**config.mk**
```make
export PLATFORM = sky130hd
export DESIGN_NAME = lahs_mod_unit
export DESIGN_NICKNAME = d
export VERILOG_FILES = /design/src/sv/lahs_pkg.sv /design/src/sv/lahs_mod_unit.sv
export SDC_FILE = /design/constraint.sdc
export NUM_CORES = 1
export LEC_CHECK = 0
export BUFFER_PORTS_ARGS = -buffer_cell sky130_fd_sc_hd__buf_4
export CORE_UTILIZATION = 30
export DETAILED_ROUTE_END_ITERATION = 8
export HOLD_SLACK_MARGIN = 0.08
export SYNTH_ARGS = -nofsm -noshare
export SYNTH_HDL_FRONTEND = slang
export SYNTH_SLANG_ARGS = --single-unit
export TNS_END_PERCENT = 30
```
**constraint.sdc**
```tcl
create_clock -name clock -period 3.03 [get_ports clock]
set_clock_uncertainty 0.2 [all_clocks]
set_input_delay 0 -clock clock [delete_from_list [all_inputs] [get_ports clock]]
set_output_delay 0 -clock clock [all_outputs]
set_load 0.01 [all_outputs]
```
**src/sv/lahs_pkg.sv**
```systemverilog
// Shared types and codes for the lattice hop step block.
package lahs_pkg;

   localparam int DIM_MAX    = 32;
   localparam int SITE_COUNT = 32768;

   localparam logic [1:0] REQ_SITE_LOAD = 2'd0;
   localparam logic [1:0] REQ_EDGE_LOAD = 2'd1;
   localparam logic [1:0] REQ_HOP       = 2'd2;
   localparam logic [1:0] REQ_RSVD      = 2'd3;

   localparam logic [2:0] ACT_NONE    = 3'd0;
   localparam logic [2:0] ACT_ADDED   = 3'd1;
   localparam logic [2:0] ACT_MOVED   = 3'd2;
   localparam logic [2:0] ACT_REMOVED = 3'd3;
   localparam logic [2:0] ACT_NO_CAND = 3'd4;
   localparam logic [2:0] ACT_LOADED  = 3'd5;

   localparam logic [2:0] DIR_XM = 3'd0;
   localparam logic [2:0] DIR_XP = 3'd1;
   localparam logic [2:0] DIR_YM = 3'd2;
   localparam logic [2:0] DIR_YP = 3'd3;
   localparam logic [2:0] DIR_ZM = 3'd4;
   localparam logic [2:0] DIR_ZP = 3'd5;

   localparam logic [2:0] REG_SIZE_X     = 3'd0;
   localparam logic [2:0] REG_SIZE_Y     = 3'd1;
   localparam logic [2:0] REG_SIZE_Z     = 3'd2;
   localparam logic [2:0] REG_EDGE_COUNT = 3'd3;
   localparam logic [2:0] REG_ADD_THR    = 3'd4;
   localparam logic [2:0] REG_RM_THR     = 3'd5;

   localparam int DIV_BITS = 31;

   typedef struct packed {
      logic [1:0]  req_type;
      logic [4:0]  site_x;
      logic [4:0]  site_y;
      logic [4:0]  site_z;
      logic        hole_flag;
      logic        edge_flag;
      logic [14:0] entry_index;
      logic [2:0]  direction;
      logic [30:0] pick_draw;
      logic [15:0] add_draw;
      logic [15:0] remove_draw;
   } req_type_t_type;

   typedef struct packed {
      logic [2:0]  action;
      logic [4:0]  target_x;
      logic [4:0]  target_y;
      logic [4:0]  target_z;
      logic [15:0] fill_total;
   } rsp_type_t_type;

   // control between sequencer and modulo unit
   typedef struct packed {
      logic start;
      logic busy;
      logic done;
   } div_ctl_type;

endpackage

```
**src/sv/lahs_mod_unit.sv**
```systemverilog
// Bit-serial remainder unit: one restoring step per cycle.
module lahs_mod_unit import lahs_pkg::*; (
   input  logic        clock,
   input  logic        reset,
   input  logic        start,
   input  logic [30:0] dividend,
   input  logic [16:0] divisor,
   output div_ctl_type ctl,
   output logic [16:0] remainder
);
   logic [30:0] quo_ff, quo_in;
   logic [17:0] rem_ff, rem_in;
   logic [4:0]  cnt_ff, cnt_in;
   logic        busy_ff, busy_in, done_ff, done_in;
   logic [17:0] trial;

   always_comb begin
      quo_in  = quo_ff;
      rem_in  = rem_ff;
      cnt_in  = cnt_ff;
      busy_in = busy_ff;
      done_in = 1'b0;
      trial   = {rem_ff[16:0], quo_ff[30]};
      if (start) begin
         quo_in  = dividend;
         rem_in  = '0;
         cnt_in  = 5'(DIV_BITS - 1);
         busy_in = 1'b1;
      end else if (busy_ff) begin
         quo_in = {quo_ff[29:0], 1'b0};
         if (trial >= {1'b0, divisor}) rem_in = trial - {1'b0, divisor};
         else rem_in = trial;
         cnt_in = cnt_ff - 5'd1;
         if (cnt_ff == '0) begin
            busy_in = 1'b0;
            done_in = 1'b1;
         end
      end
   end

   always_ff @(posedge clock) begin
      quo_ff <= quo_in;
      rem_ff <= rem_in;
      cnt_ff <= cnt_in;
      if (reset) begin
         busy_ff <= 1'b0;
         done_ff <= 1'b0;
      end else begin
         busy_ff <= busy_in;
         done_ff <= done_in;
      end
   end

   assign remainder = rem_ff[16:0];
   assign ctl.start = start;
   assign ctl.busy  = busy_ff;
   assign ctl.done  = done_ff;

   a_done_after_busy: assert property (@(posedge clock) disable iff (reset)
      ctl.done |-> $past(busy_ff)) else $error("done without busy");
   a_rem_below: assert property (@(posedge clock) disable iff (reset)
      ctl.done |-> (rem_ff < {1'b0, $past(divisor)}))
      else $error("remainder not reduced");
   a_no_restart: assert property (@(posedge clock) disable iff (reset)
      busy_ff |-> !start) else $error("restart while busy");
endmodule

```
## Yosys cells after proc, flatten, opt, wreduce, memory -nomap -nowiden

Cells that the tools add are included.

- Register bits: 55
- Input bits: 51
- Output and inout port bits: 20
- Logic and storage cells: 19

- Add/subtract/negate cells: 2
- Magnitude comparators: 1
- Muxes and demuxes: 7
- Bitwise logic cells: 1
- Reduce and logical (&&, ||, !) cells: 3

Operator list:

| operator | count |
|---|---|
| two-way mux 31 bit | 2 |
| greater-or-equal comparator 18 x 17 -> 1 bit | 1 |
| two-way mux 17 bit | 1 |
| subtractor 17 bit | 1 |
| zero test 5 bit | 1 |
| subtractor 5 x 1 -> 5 bit (second input constant) | 1 |
| two-way mux 1 bit | 4 |
| OR reduction 3 bit | 1 |
| nonzero test 2 bit | 1 |
| NOT 1 bit | 1 |

## Depth between registers and ports, before layout

Gate-level depths: netlist of the first run.

- Depth after elaboration: 4
- Gate-level depth with buffers: 11
- Mapped depth without buffers: 10

## Worst setup path after synthesis of the first run

OpenSTA, ideal clock, no wires.

- Kind: register -> register
- Start point: register quo_ff[30]
- End point: register rem_ff[6]
- Setup time: 0.086 ns
- Arrival time: 2.406 ns
- Required time: 2.744 ns
- Slack: 0.339 ns
- Cell stages (with the launch flop): 12
- Buffers on the path: 1
- Clock period less this slack: 2.691 ns
- Cells stage by stage: edfxtp_1 -> inv_1 -> ha_1 -> inv_1 -> fa_1 -> a21o_1 -> a221oi_2 -> o221ai_2 -> a21o_1 -> buf_6 -> mux2i_1 -> a211oi_1

- Longest elaborated chain between the ends: 2
- Elaborated cells between the ends (all ways): 3
- Those cells by class: 1 x add/sub; 1 x order compare; 1 x mux

Ends and longest elaborated chain:

| element | line | RTL |
|---|---|---|
| start, declared | lahs_mod_unit.sv:11 | `logic [30:0] quo_ff, quo_in;` |
| start signal, assigned | lahs_mod_unit.sv:42 | `quo_ff <= quo_in;` |
| subtractor 17 bit / greater-or-equal comparator 18 x 17 -> 1 bit (equally long branches) | lahs_mod_unit.sv:31 | `if (trial >= {1'b0, divisor}) rem_in = trial - {1'b0, divisor};` |
| two-way mux 17 bit * | lahs_mod_unit.sv:31 |  |
| end signal, assigned | lahs_mod_unit.sv:43 | `rem_ff <= rem_in;` |
| end, declared | lahs_mod_unit.sv:12 | `logic [17:0] rem_ff, rem_in;` |

Every way passes the cells marked *; elsewhere a longest branch is shown, timed or not.
A chain may end at the register's enable or synchronous reset.

## Final worst setup path of the first run

- Start point: register quo_ff[30]
- End point: register rem_ff[7]

The elaborated chain is that of the path after synthesis.

==> results of run 1 <==
==> per-stage QoR <==
| step | total power, W | std cells | cell area (um^2) |
|---|---|---|---|
| finish | 0.00173 | 569 | 4510 |
| global route | 0.00182 | 569 | 4510 |
| CTS | 0.00173 | 568 | 4480 |
| detailed placement | 0.00125 | 524 | 4020 |
| global placement | 0.00125 | 524 | 4020 |
| floorplan | 0.00113 | 325 | 3360 |
==> sequential cells by signal, indices dropped and copies added, names as in the netlist <==
| signal | cells |
|---|---|
| quo_ff | 31 |
| done_ff | 1 |
| busy_ff | 1 |
| rem_ff | 17 |
| cnt_ff | 5 |
==> routing by layer <==
layer / up-vias / global-route usage / wire length, um
met5: - / 0 / 0
met1: 1342 / 0.190 / 3650
met4: 0 / 0.0176 / 24
met3: 4 / 0.0369 / 487
li1: 1391 / - / -
met2: 86 / 0.267 / 4260
==> area by class of cell <==
class,instances,area share
Clock buffer,5,0.0153
Clock inverter,3,0.00527
Inverter,25,0.0208
Multi-Input combinational cell,223,0.390
Sequential cell,55,0.313
Tap cell,140,0.0388
Timing Repair Buffer,118,0.216
==> power by group through the flow <==
stage / clock [W] / combinational (W) / sequential [W]
final: 0.000450 / 0.000400 / 0.000883
after global routing: 0.000487 / 0.000441 / 0.000891
after CTS: 0.000458 / 0.000394 / 0.000883
after detailed placement: 0 / 0.000355 / 0.000899
after global placement: 0 / 0.000346 / 0.000899
after floorplan: 0 / 0.000236 / 0.000894
==> cell usage in the layout, fill, tap and decap left out, types with 9 or more instances in the layout <==
cell           netlist  routed
dlygate4sd3_1        0      36
nand2b_1             9       9
inv_1               25      25
buf_4                6      82
edfxtp_1            31      31
ha_1                19      19
nand2_1             23      23
mux2i_1             10      10
mux2_2              30      30
xnor2_1             10      10
o21ai_0             13      13
nor2_1              16      16
a21oi_1             14      14
dfxtp_1             24      24
==> how the worst max path moves through the flow <==
stage          slack [ps]                  from  cells after the start                 endpoint
6_report              200  quo_ff[30]$_DFFE_PP_                     10   rem_ff[7]$_SDFFE_PP0P_
5_1_grt                -3  quo_ff[30]$_DFFE_PP_                     11  rem_ff[14]$_SDFFE_PP0P_
4_1_cts                70  quo_ff[30]$_DFFE_PP_                     10   rem_ff[7]$_SDFFE_PP0P_
3_5_place_dp          110  quo_ff[30]$_DFFE_PP_                     10   rem_ff[7]$_SDFFE_PP0P_
3_3_place_gp          200  quo_ff[30]$_DFFE_PP_                     10   rem_ff[5]$_SDFFE_PP0P_
2_1_floorplan         340  quo_ff[30]$_DFFE_PP_                     11   rem_ff[6]$_SDFFE_PP0P_
==> cell families (layout without fill, tap and decap cells) <==
family                   after synthesis  count (layout)
multiplexers                          40              40
flip-flops                            55              55
AO/OA/AOI/OAI                         68              68
XOR/XNOR                              15              15
AND/OR/NAND/NOR                       80              80
buffers and inverters                 47             151
adder cells (fa/ha/maj)               20              20
==> critical path: stages, from the launching register on <==
cell and delay, ps:
edfxtp_1 410, inv_1 70, ha_1 140, inv_1 50, fa_1 390, a21o_1 230, a221oi_2 340, o221ai_2 210
a21o_4 330, mux2i_1 150, a211oi_2 230
==> what timing repair did <==
item                                   CTS  global route
resized for setup                        0             5
buffers inserted                         0             1
setup endpoints to repair                0            14
hold buffers                            36             0
endpoints found under the hold margin   44             0
==> out/results.ini, run 1 <==
[run_status]
status=complete, no violations

[floorplan]
dieArea_um2=11600
die-width_um=108
coreArea_um2=10900
row_count=38
initial_utilization=0.309
dieHeight_um=108
num_io_pins=71

[sta]
final-hold-violation-count=0
slew_viol_final=0
clock.fmax_ghz=0.353
fin_crit_sh=0.934
relSlewSlack=0.525
setup_slack_ps=201
tightestPinTransition_ps=711
hold-worst-slack_ps=81.6
setup-tns-final_ps=0
min_period_ps=2830
setup_viol=0

[finish]
seq_area_um2=1410
nFillCells=1066
antenna_cells=0
final_nets=499
syn_to_final_growth_pct=34.0
final_util=0.414
layout-drive-gt1-share=0.296
multiInputGateArea_um2=1760

[worst_setup_path]
rrSetupSlack_ps=200
cp_max_fo=11
reg2reg_to=rem_ff[7]$_SDFFE_PP0P_
crit_arrival_ps=2870
worstPathRequired_ps=3080
start_kind=register
r2r-start=quo_ff[30]$_DFFE_PP_
path_class=reg2reg
critPathCaptureType=register
ff2ff_path_depth=10

[detailed_routing]
drt_iter0_drc=107
routedWlPerCell_um=14.8
wirelength_um=8430
vias_per_cell=4.96
drc=0
vias=2823
dr.pass1.iters=4
postRouteAntennaNets=0

[logic_synthesis]
synth_fa_ha_area_frac=0.0766
synth-simple-area-share=0.128
synth-async-reset-ratio=0
synth_top_area_frac=0.277
ys_types=57
synth_common_cells=edfxtp_1, mux2_2, inv_1
yosys.area.top_type=edfxtp_1
yosysMostFrequentCell=edfxtp_1
synthTopCellsByArea=edfxtp_1, dfxtp_1, mux2_2
seq_area_frac_synth=0.419
netlist_area_um2=3360
synthXorXnorAreaFrac=0.0390
syn_area_per_cell_um2=10.4
synth_flop_cell=edfxtp_1
syn_nets=396
synth-seq-cells=55
synth_edf_count=31
synth_compound_area_frac=0.142
yosys_warnings=0
netlist_instances=325
synth_top_family_by_area=compound AO/OA/AOI/OAI gates
synthMuxAreaShare=0.130

[power]
p_leak_nw=1.86
p_int_w=0.00123
ir_worst_vdd_uv=209
swShare=0.288
switchingPower_w=0.000499
seqPwrFrac=0.510
power_frac_clock=0.259
powerDensity_nw_per_um2=384
pwr-share-comb=0.231

[global_route]
antenna_found_initial=0
overflow=0
grt_pass1_wl_um=13800
first_global_vias=2858
grt_usage=0.151
grt_max_degree=48

[clock_tree]
numCtsBuffers=5
clockBufferDepth=2
insertion_delay_ps=330
root_buffer=clkbuf_8
cts_max_level=2
cts_tree=built
cts.sinks=55
clk_pin_slew_worst_paths_ps=120

[placed_design]
gp_congestion=0.841
portBuffers=70
hpwl_um=5860
dpl_worst_slack_ps=106

[worst_hold_path]
hp-start=divisor[1]
whs_endpoint=rem_ff[1]$_SDFFE_PP0P_
hold_depth=5
holdCritPathClass=in2reg

[flow_run]
max-cap-violations=0

Power figures use the tool's default switching activity.
==> run 2: changes to the inputs <==
--- a/config.mk
+++ b/config.mk
@@ -6,9 +6,12 @@
 export NUM_CORES = 1
 export LEC_CHECK = 0
 export BUFFER_PORTS_ARGS = -buffer_cell sky130_fd_sc_hd__buf_4
+export CELL_PAD_IN_SITES_DETAIL_PLACEMENT = 1
+export CELL_PAD_IN_SITES_GLOBAL_PLACEMENT = 2
 export CORE_UTILIZATION = 30
 export DETAILED_ROUTE_END_ITERATION = 8
 export HOLD_SLACK_MARGIN = 0.08
+export PLACE_DENSITY_LB_ADDON = 0.1
 export SYNTH_ARGS = -nofsm -noshare
 export SYNTH_HDL_FRONTEND = slang
 export SYNTH_SLANG_ARGS = --single-unit
==> out/results.ini, run 2 (synthesis results as in run 1) <==
[finish]
reg_top3=quo_ff: 31 flops, rem_ff: 17 flops, cnt_ff: 5 flops
finalNonFillerCells=571  ; +0.35%
largest_reg_flops=31  ; unchanged
layout-drive-gt1-share=0.302  ; +0.00559
mostFrequentLayoutCells=buf_4, dlygate4sd3_1, edfxtp_1
final_common_cell=buf_4
top_register=quo_ff
final_nets=501  ; +0.40%
antenna_cells=0  ; unchanged
final_util=0.415  ; +0.000574
syn_to_final_growth_pct=34.2

[detailed_routing]
drt_iter0_drc=92  ; -14%
wirelength_um=9060  ; +7.5%
drc=0  ; unchanged
postRouteAntennaNets=0  ; unchanged
vias=2796  ; -0.96%
routedWlPerCell_um=15.9  ; +7.1%
dr.pass1.iters=4  ; unchanged
vias_per_cell=4.90  ; -1.3%

[flow_run]
max-cap-violations=0  ; unchanged

[global_route]
grt_usage=0.155  ; +0.00457
first_global_vias=2807  ; -1.8%
grt_max_degree=48  ; unchanged
overflow=0  ; unchanged
antenna_found_initial=0  ; unchanged
grt_pass1_wl_um=14100  ; +2.4%

[power]
p_leak_nw=1.87  ; +0.51%
powerDensity_nw_per_um2=379  ; -1.3%
ir_worst_vdd_uv=232  ; +11%
power.total_w=0.00171  ; -1.2%

[worst_setup_path]
crit_path_max_incr_delay_ps=410  ; about the same
worstPathRequired_ps=3050  ; -30 ps
crit_top_cell=inv_1
cp_max_fo=11  ; unchanged
start_kind=register
cp_top_family=compound AO/OA/AOI/OAI gates
path_class=reg2reg
reg2reg_to=rem_ff[6]$_SDFFE_PP0P_
path_cells=inv_1 > ha_1 > inv_1 > fa_1 > a21o_1 > a221oi_2 > o221ai_2 > a21o_4 > mux2i_1 > a211oi_1
rrSetupSlack_ps=160  ; -40 ps
cp.depth=10  ; unchanged
critPathCaptureType=register
slowest_stage=edfxtp_1
crit_arrival_ps=2890  ; +20 ps
worst-path-buf-inv=2  ; unchanged
ff2ff_path_depth=10  ; unchanged
r2r-start=quo_ff[30]$_DFFE_PP_

[clock_tree]
clk_pin_slew_worst_paths_ps=110  ; about the same
cts.sinks=55  ; unchanged
insertion_delay_ps=300  ; -30 ps
cts_max_level=2  ; unchanged
numCtsBuffers=5  ; unchanged
clockBufferDepth=2  ; unchanged
cts_tree=built
root_buffer=clkbuf_8

[floorplan]
row_count=38  ; unchanged
num_io_pins=71  ; unchanged
initial_utilization=0.309  ; unchanged
die-width_um=108  ; unchanged
coreArea_um2=10900  ; unchanged
dieHeight_um=108  ; unchanged
dieArea_um2=11600  ; unchanged

[worst_hold_path]
whs_endpoint=rem_ff[1]$_SDFFE_PP0P_
holdCritPathClass=in2reg
hold_depth=5  ; unchanged
hp-start=divisor[1]

[placed_design]
dp_cells=526  ; +0.38%
gp_congestion=0.775  ; -7.8%
dpl_worst_slack_ps=50.2  ; -55.7 ps
hpwl_um=6510  ; +11%
portBuffers=70  ; unchanged

[sta]
slew_viol_final=0  ; unchanged
fin_crit_sh=0.948  ; +0.0144
setup_viol=0  ; unchanged
clock.fmax_ghz=0.348  ; -1.5%
min_period_ps=2870  ; +43.5 ps
setup_slack_ps=158  ; -43.5 ps
relSlewSlack=0.408  ; -0.117
tightestPinTransition_ps=887  ; +175 ps
final-hold-violation-count=0  ; unchanged

[run_status]
status=complete, no violations

[run 2: worst min-delay path: cells and delay by family]
family	cells	cell delay, ps
compound gates	1	140
fa+ha+maj	1	180
buf+inv	2	210
mux	1	70
[run 2: power by group]
part	leakage [nW]	internal (W)	switching, W
Combinational	1.32	0.000212	0.000196
Clock	0.0485	0.000167	0.000256
Sequential	0.508	0.000856	0.0000266
[run 2: area by class of cell]
cell class | instances | area [um^2]
Multi-Input combinational cell | 223 | 1760
Timing Repair Buffer | 120 | 988
Tap cell | 140 | 175
Sequential cell | 55 | 1410
Inverter | 25 | 93.8
Clock inverter | 3 | 22.5
Fill cell | 1250 | 6370
Clock buffer | 5 | 68.8
[run 2: worst max-delay path by stage]
stage	start	endpoint	slack [ps]
global placement	quo_ff[30]$_DFFE_PP_	rem_ff[7]$_SDFFE_PP0P_	180
finish	quo_ff[30]$_DFFE_PP_	rem_ff[6]$_SDFFE_PP0P_	160
detailed placement	quo_ff[30]$_DFFE_PP_	rem_ff[5]$_SDFFE_PP0P_	50
global route	quo_ff[30]$_DFFE_PP_	rem_ff[6]$_SDFFE_PP0P_	-20
floorplan	quo_ff[30]$_DFFE_PP_	rem_ff[6]$_SDFFE_PP0P_	340
CTS	quo_ff[30]$_DFFE_PP_	rem_ff[4]$_SDFFE_PP0P_	80
[run 2: stage by stage]
| stage | setup TNS [ps] | instance area, um^2 | hold slack, ps |
|---|---|---|---|
| 2_1_floorplan | 0 | 3360 | -128 |
| 3_3_place_gp | 0 | 4040 | -21.5 |
| 3_5_place_dp | 0 | 4040 | -20.3 |
| 4_1_cts | 0 | 4480 | 114 |
| 5_1_grt | -19.1 | 4520 | 161 |
| 6_report | 0 | 4520 | 118 |
[run 2: what timing repair did]
item / CTS / global route
hold buffers: 35 / 0
pin swaps: 0 / 2
buffers inserted: 0 / 2
gates resized for setup: 1 / 3
setup endpoints to repair: 1 / 11
cloned: 0 / 0
endpoints found under the hold margin: 42 / 0
[run 2: layer usage]
| layer | up-vias | share of wire | global-route usage |
|---|---|---|---|
| met5 | - | 0 | 0 |
| met1 | 1356 | 0.50 | 0.220 |
| met3 | 6 | 0.031 | 0.0248 |
| li1 | 1389 | - | - |
| met2 | 45 | 0.46 | 0.251 |
| met4 | 0 | 0.0086 | 0.0264 |
==> run 3: changes to the inputs <==
--- a/config.mk
+++ b/config.mk
@@ -8,10 +8,12 @@
 export BUFFER_PORTS_ARGS = -buffer_cell sky130_fd_sc_hd__buf_4
 export CELL_PAD_IN_SITES_DETAIL_PLACEMENT = 1
 export CELL_PAD_IN_SITES_GLOBAL_PLACEMENT = 2
+export CORE_MARGIN = 10
 export CORE_UTILIZATION = 30
 export DETAILED_ROUTE_END_ITERATION = 8
 export HOLD_SLACK_MARGIN = 0.08
 export PLACE_DENSITY_LB_ADDON = 0.1
+export RECOVER_POWER = 50
 export SYNTH_ARGS = -nofsm -noshare
 export SYNTH_HDL_FRONTEND = slang
 export SYNTH_SLANG_ARGS = --single-unit
==> out/results.ini, run 3 (synthesis results as in run 1) <==
[sta]
final-hold-violation-count=0  ; unchanged
slew_viol_final=0  ; unchanged
rsz0062_at_grt=no
setup_viol=0  ; unchanged
setup-tns-final_ps=0  ; unchanged
min_period_ps=2830  ; -45.1 ps
hold-worst-slack_ps=85.6  ; -32.8 ps
fin_crit_sh=0.933  ; -0.0149
setup_slack_ps=203  ; +45.1 ps
tightestPinTransition_ps=855  ; -32.1 ps
clock.fmax_ghz=0.354  ; +1.6%
relSlewSlack=0.429  ; +0.0214

[finish]
top_register=quo_ff
nFillCells=1246  ; -0.32%
multiInputGateArea_um2=1780  ; +1.3%
seq_area_um2=1410  ; unchanged
largest_reg_flops=31  ; unchanged
final_common_cell=buf_4
syn_to_final_growth_pct=31.9
reg_top3=quo_ff: 31 flops, rem_ff: 17 flops, cnt_ff: 5 flops
final_nets=498  ; -0.60%
antenna_cells=0  ; unchanged
mostFrequentLayoutCells=buf_4, dlygate4sd3_1, edfxtp_1
layout-drive-gt1-share=0.248  ; -0.0540
finalNonFillerCells=568  ; -0.53%

[power]
pwr-share-comb=0.231  ; -0.007
switchingPower_w=0.000496  ; +3.6%
power_frac_clock=0.255  ; +0.008
power.total_w=0.00172  ; +0.37%
seqPwrFrac=0.513  ; -0.002
swShare=0.289  ; +0.00910
ir_worst_vdd_uv=192  ; -17%
p_int_w=0.00122  ; -0.89%
powerDensity_nw_per_um2=388  ; +2.2%
p_leak_nw=1.77  ; -5.4%

[placed_design]
portBuffers=70  ; unchanged
dpl_worst_slack_ps=31.1  ; -19.1 ps
dp_cells=524  ; -0.38%
gp_congestion=0.754  ; -2.7%
hpwl_um=7070  ; +8.7%

[floorplan]
dieHeight_um=126  ; +17%
coreArea_um2=10900  ; unchanged
initial_utilization=0.309  ; unchanged
row_count=38  ; unchanged
dieArea_um2=15900  ; +36%
num_io_pins=71  ; unchanged
die-width_um=126  ; +17%

[clock_tree]
cts_tree=built
cts.sinks=55  ; unchanged
root_buffer=clkbuf_8
insertion_delay_ps=320  ; +20 ps
numCtsBuffers=5  ; unchanged
clockBufferDepth=2  ; unchanged
clk_pin_slew_worst_paths_ps=110  ; about the same
cts_max_level=2  ; unchanged

[global_route]
antenna_found_initial=0  ; unchanged
grt_max_degree=48  ; unchanged
first_global_vias=2973  ; +5.9%
grt_usage=0.117  ; -0.0385
grt_pass1_wl_um=15500  ; +10%
overflow=0  ; unchanged

[worst_setup_path]
path_class=reg2reg
critPathCaptureType=register
crit_arrival_ps=2860  ; -30 ps
worstPathRequired_ps=3060  ; about the same
crit_top_cell=inv_1
crit_path_max_incr_delay_ps=410  ; about the same
cp_max_fo=7  ; -4
start_kind=register
slowest_stage=edfxtp_1
path_cells=inv_1 > ha_1 > inv_1 > fa_1 > a21o_1 > a221oi_4 > o221ai_2 > a21oi_4 > buf_4 > a32oi_1 > o31ai_1

[detailed_routing]
vias_per_cell=4.90  ; +0.17%
drc=0  ; unchanged
dr.pass1.iters=4  ; unchanged
drt_iter0_drc=148  ; +61%
wirelength_um=9600  ; +6.0%
routedWlPerCell_um=16.9  ; +6.5%
postRouteAntennaNets=0  ; unchanged
vias=2786  ; -0.36%

[run_status]
status=complete, no violations

[worst_hold_path]
holdCritPathClass=in2reg

[flow_run]
max-cap-violations=0  ; unchanged

run 3: cell types whose count changed in the layout (fill, tap and decap cells not counted), sizes merged:
| cell | delta |
|---|---|
| clkbuf | +21 |
| buf | -24 |
run 3: cell type report:
type                    count  share of cell area
multi-input cells         223               0.401
flip-flops and latches     55               0.318
repair buffers            117               0.200
well taps                 140              0.0395
inverters                  25              0.0212
clock buffers               5              0.0155
clock inverters             3             0.00508
run 3: power groups by stage:
stage | registers [W] | clock network [W] | logic, W
after floorplan | 0.000894 | 0 | 0.000236
after global placement | 0.000898 | 0 | 0.000361
after detailed placement | 0.000901 | 0 | 0.000366
after CTS | 0.000884 | 0.000452 | 0.000405
after global routing | 0.000892 | 0.000479 | 0.000445
final | 0.000883 | 0.000439 | 0.000398
run 3: worst max-delay path, delay by kind of cell, from the launching register on:
kind | cells | cell delay [ps]
AO/OA/AOI/OAI | 6 | 1290
adder cells (fa/ha/maj) | 2 | 540
buffers and inverters | 3 | 320
flip-flops | 1 | 410
run 3: path summary, 6_finish.rpt:
check | from | cells past startpoint | slack, ps | end
min reg2reg | cnt_ff[4]$_SDFFE_PP1P_ | 2 | 310 | cnt_ff[4]$_SDFFE_PP1P_
max reg2reg | quo_ff[30]$_DFFE_PP_ | 11 | 200 | rem_ff[16]$_SDFFE_PP0P_
max | quo_ff[30]$_DFFE_PP_ | 11 | 200 | rem_ff[16]$_SDFFE_PP0P_
min | divisor[1] | 5 | 90 | rem_ff[1]$_SDFFE_PP0P_
run 3: through the flow:
stage	utilization	area, um^2
3_3_place_gp	0.369	4020
4_1_cts	0.410	4460
6_report	0.407	4440
3_5_place_dp	0.369	4020
5_1_grt	0.407	4440
2_1_floorplan	-	3360
run 3: routing by layer:
metal	part of all wire	global-route usage	wire length [um]
met5	0	0	0
met3	0.033	0.0243	317
met1	0.50	0.161	4780
met4	0.011	0.0234	102
met2	0.46	0.185	4400
run 3: what timing repair did:
| item | in CTS | in global routing |
|---|---|---|
| buffers inserted | 0 | 1 |
| endpoints found under the setup margin | 0 | 15 |
| hold endpoints to repair | 44 | 0 |
| hold buffers | 35 | 0 |
| resized for setup | 0 | 6 |
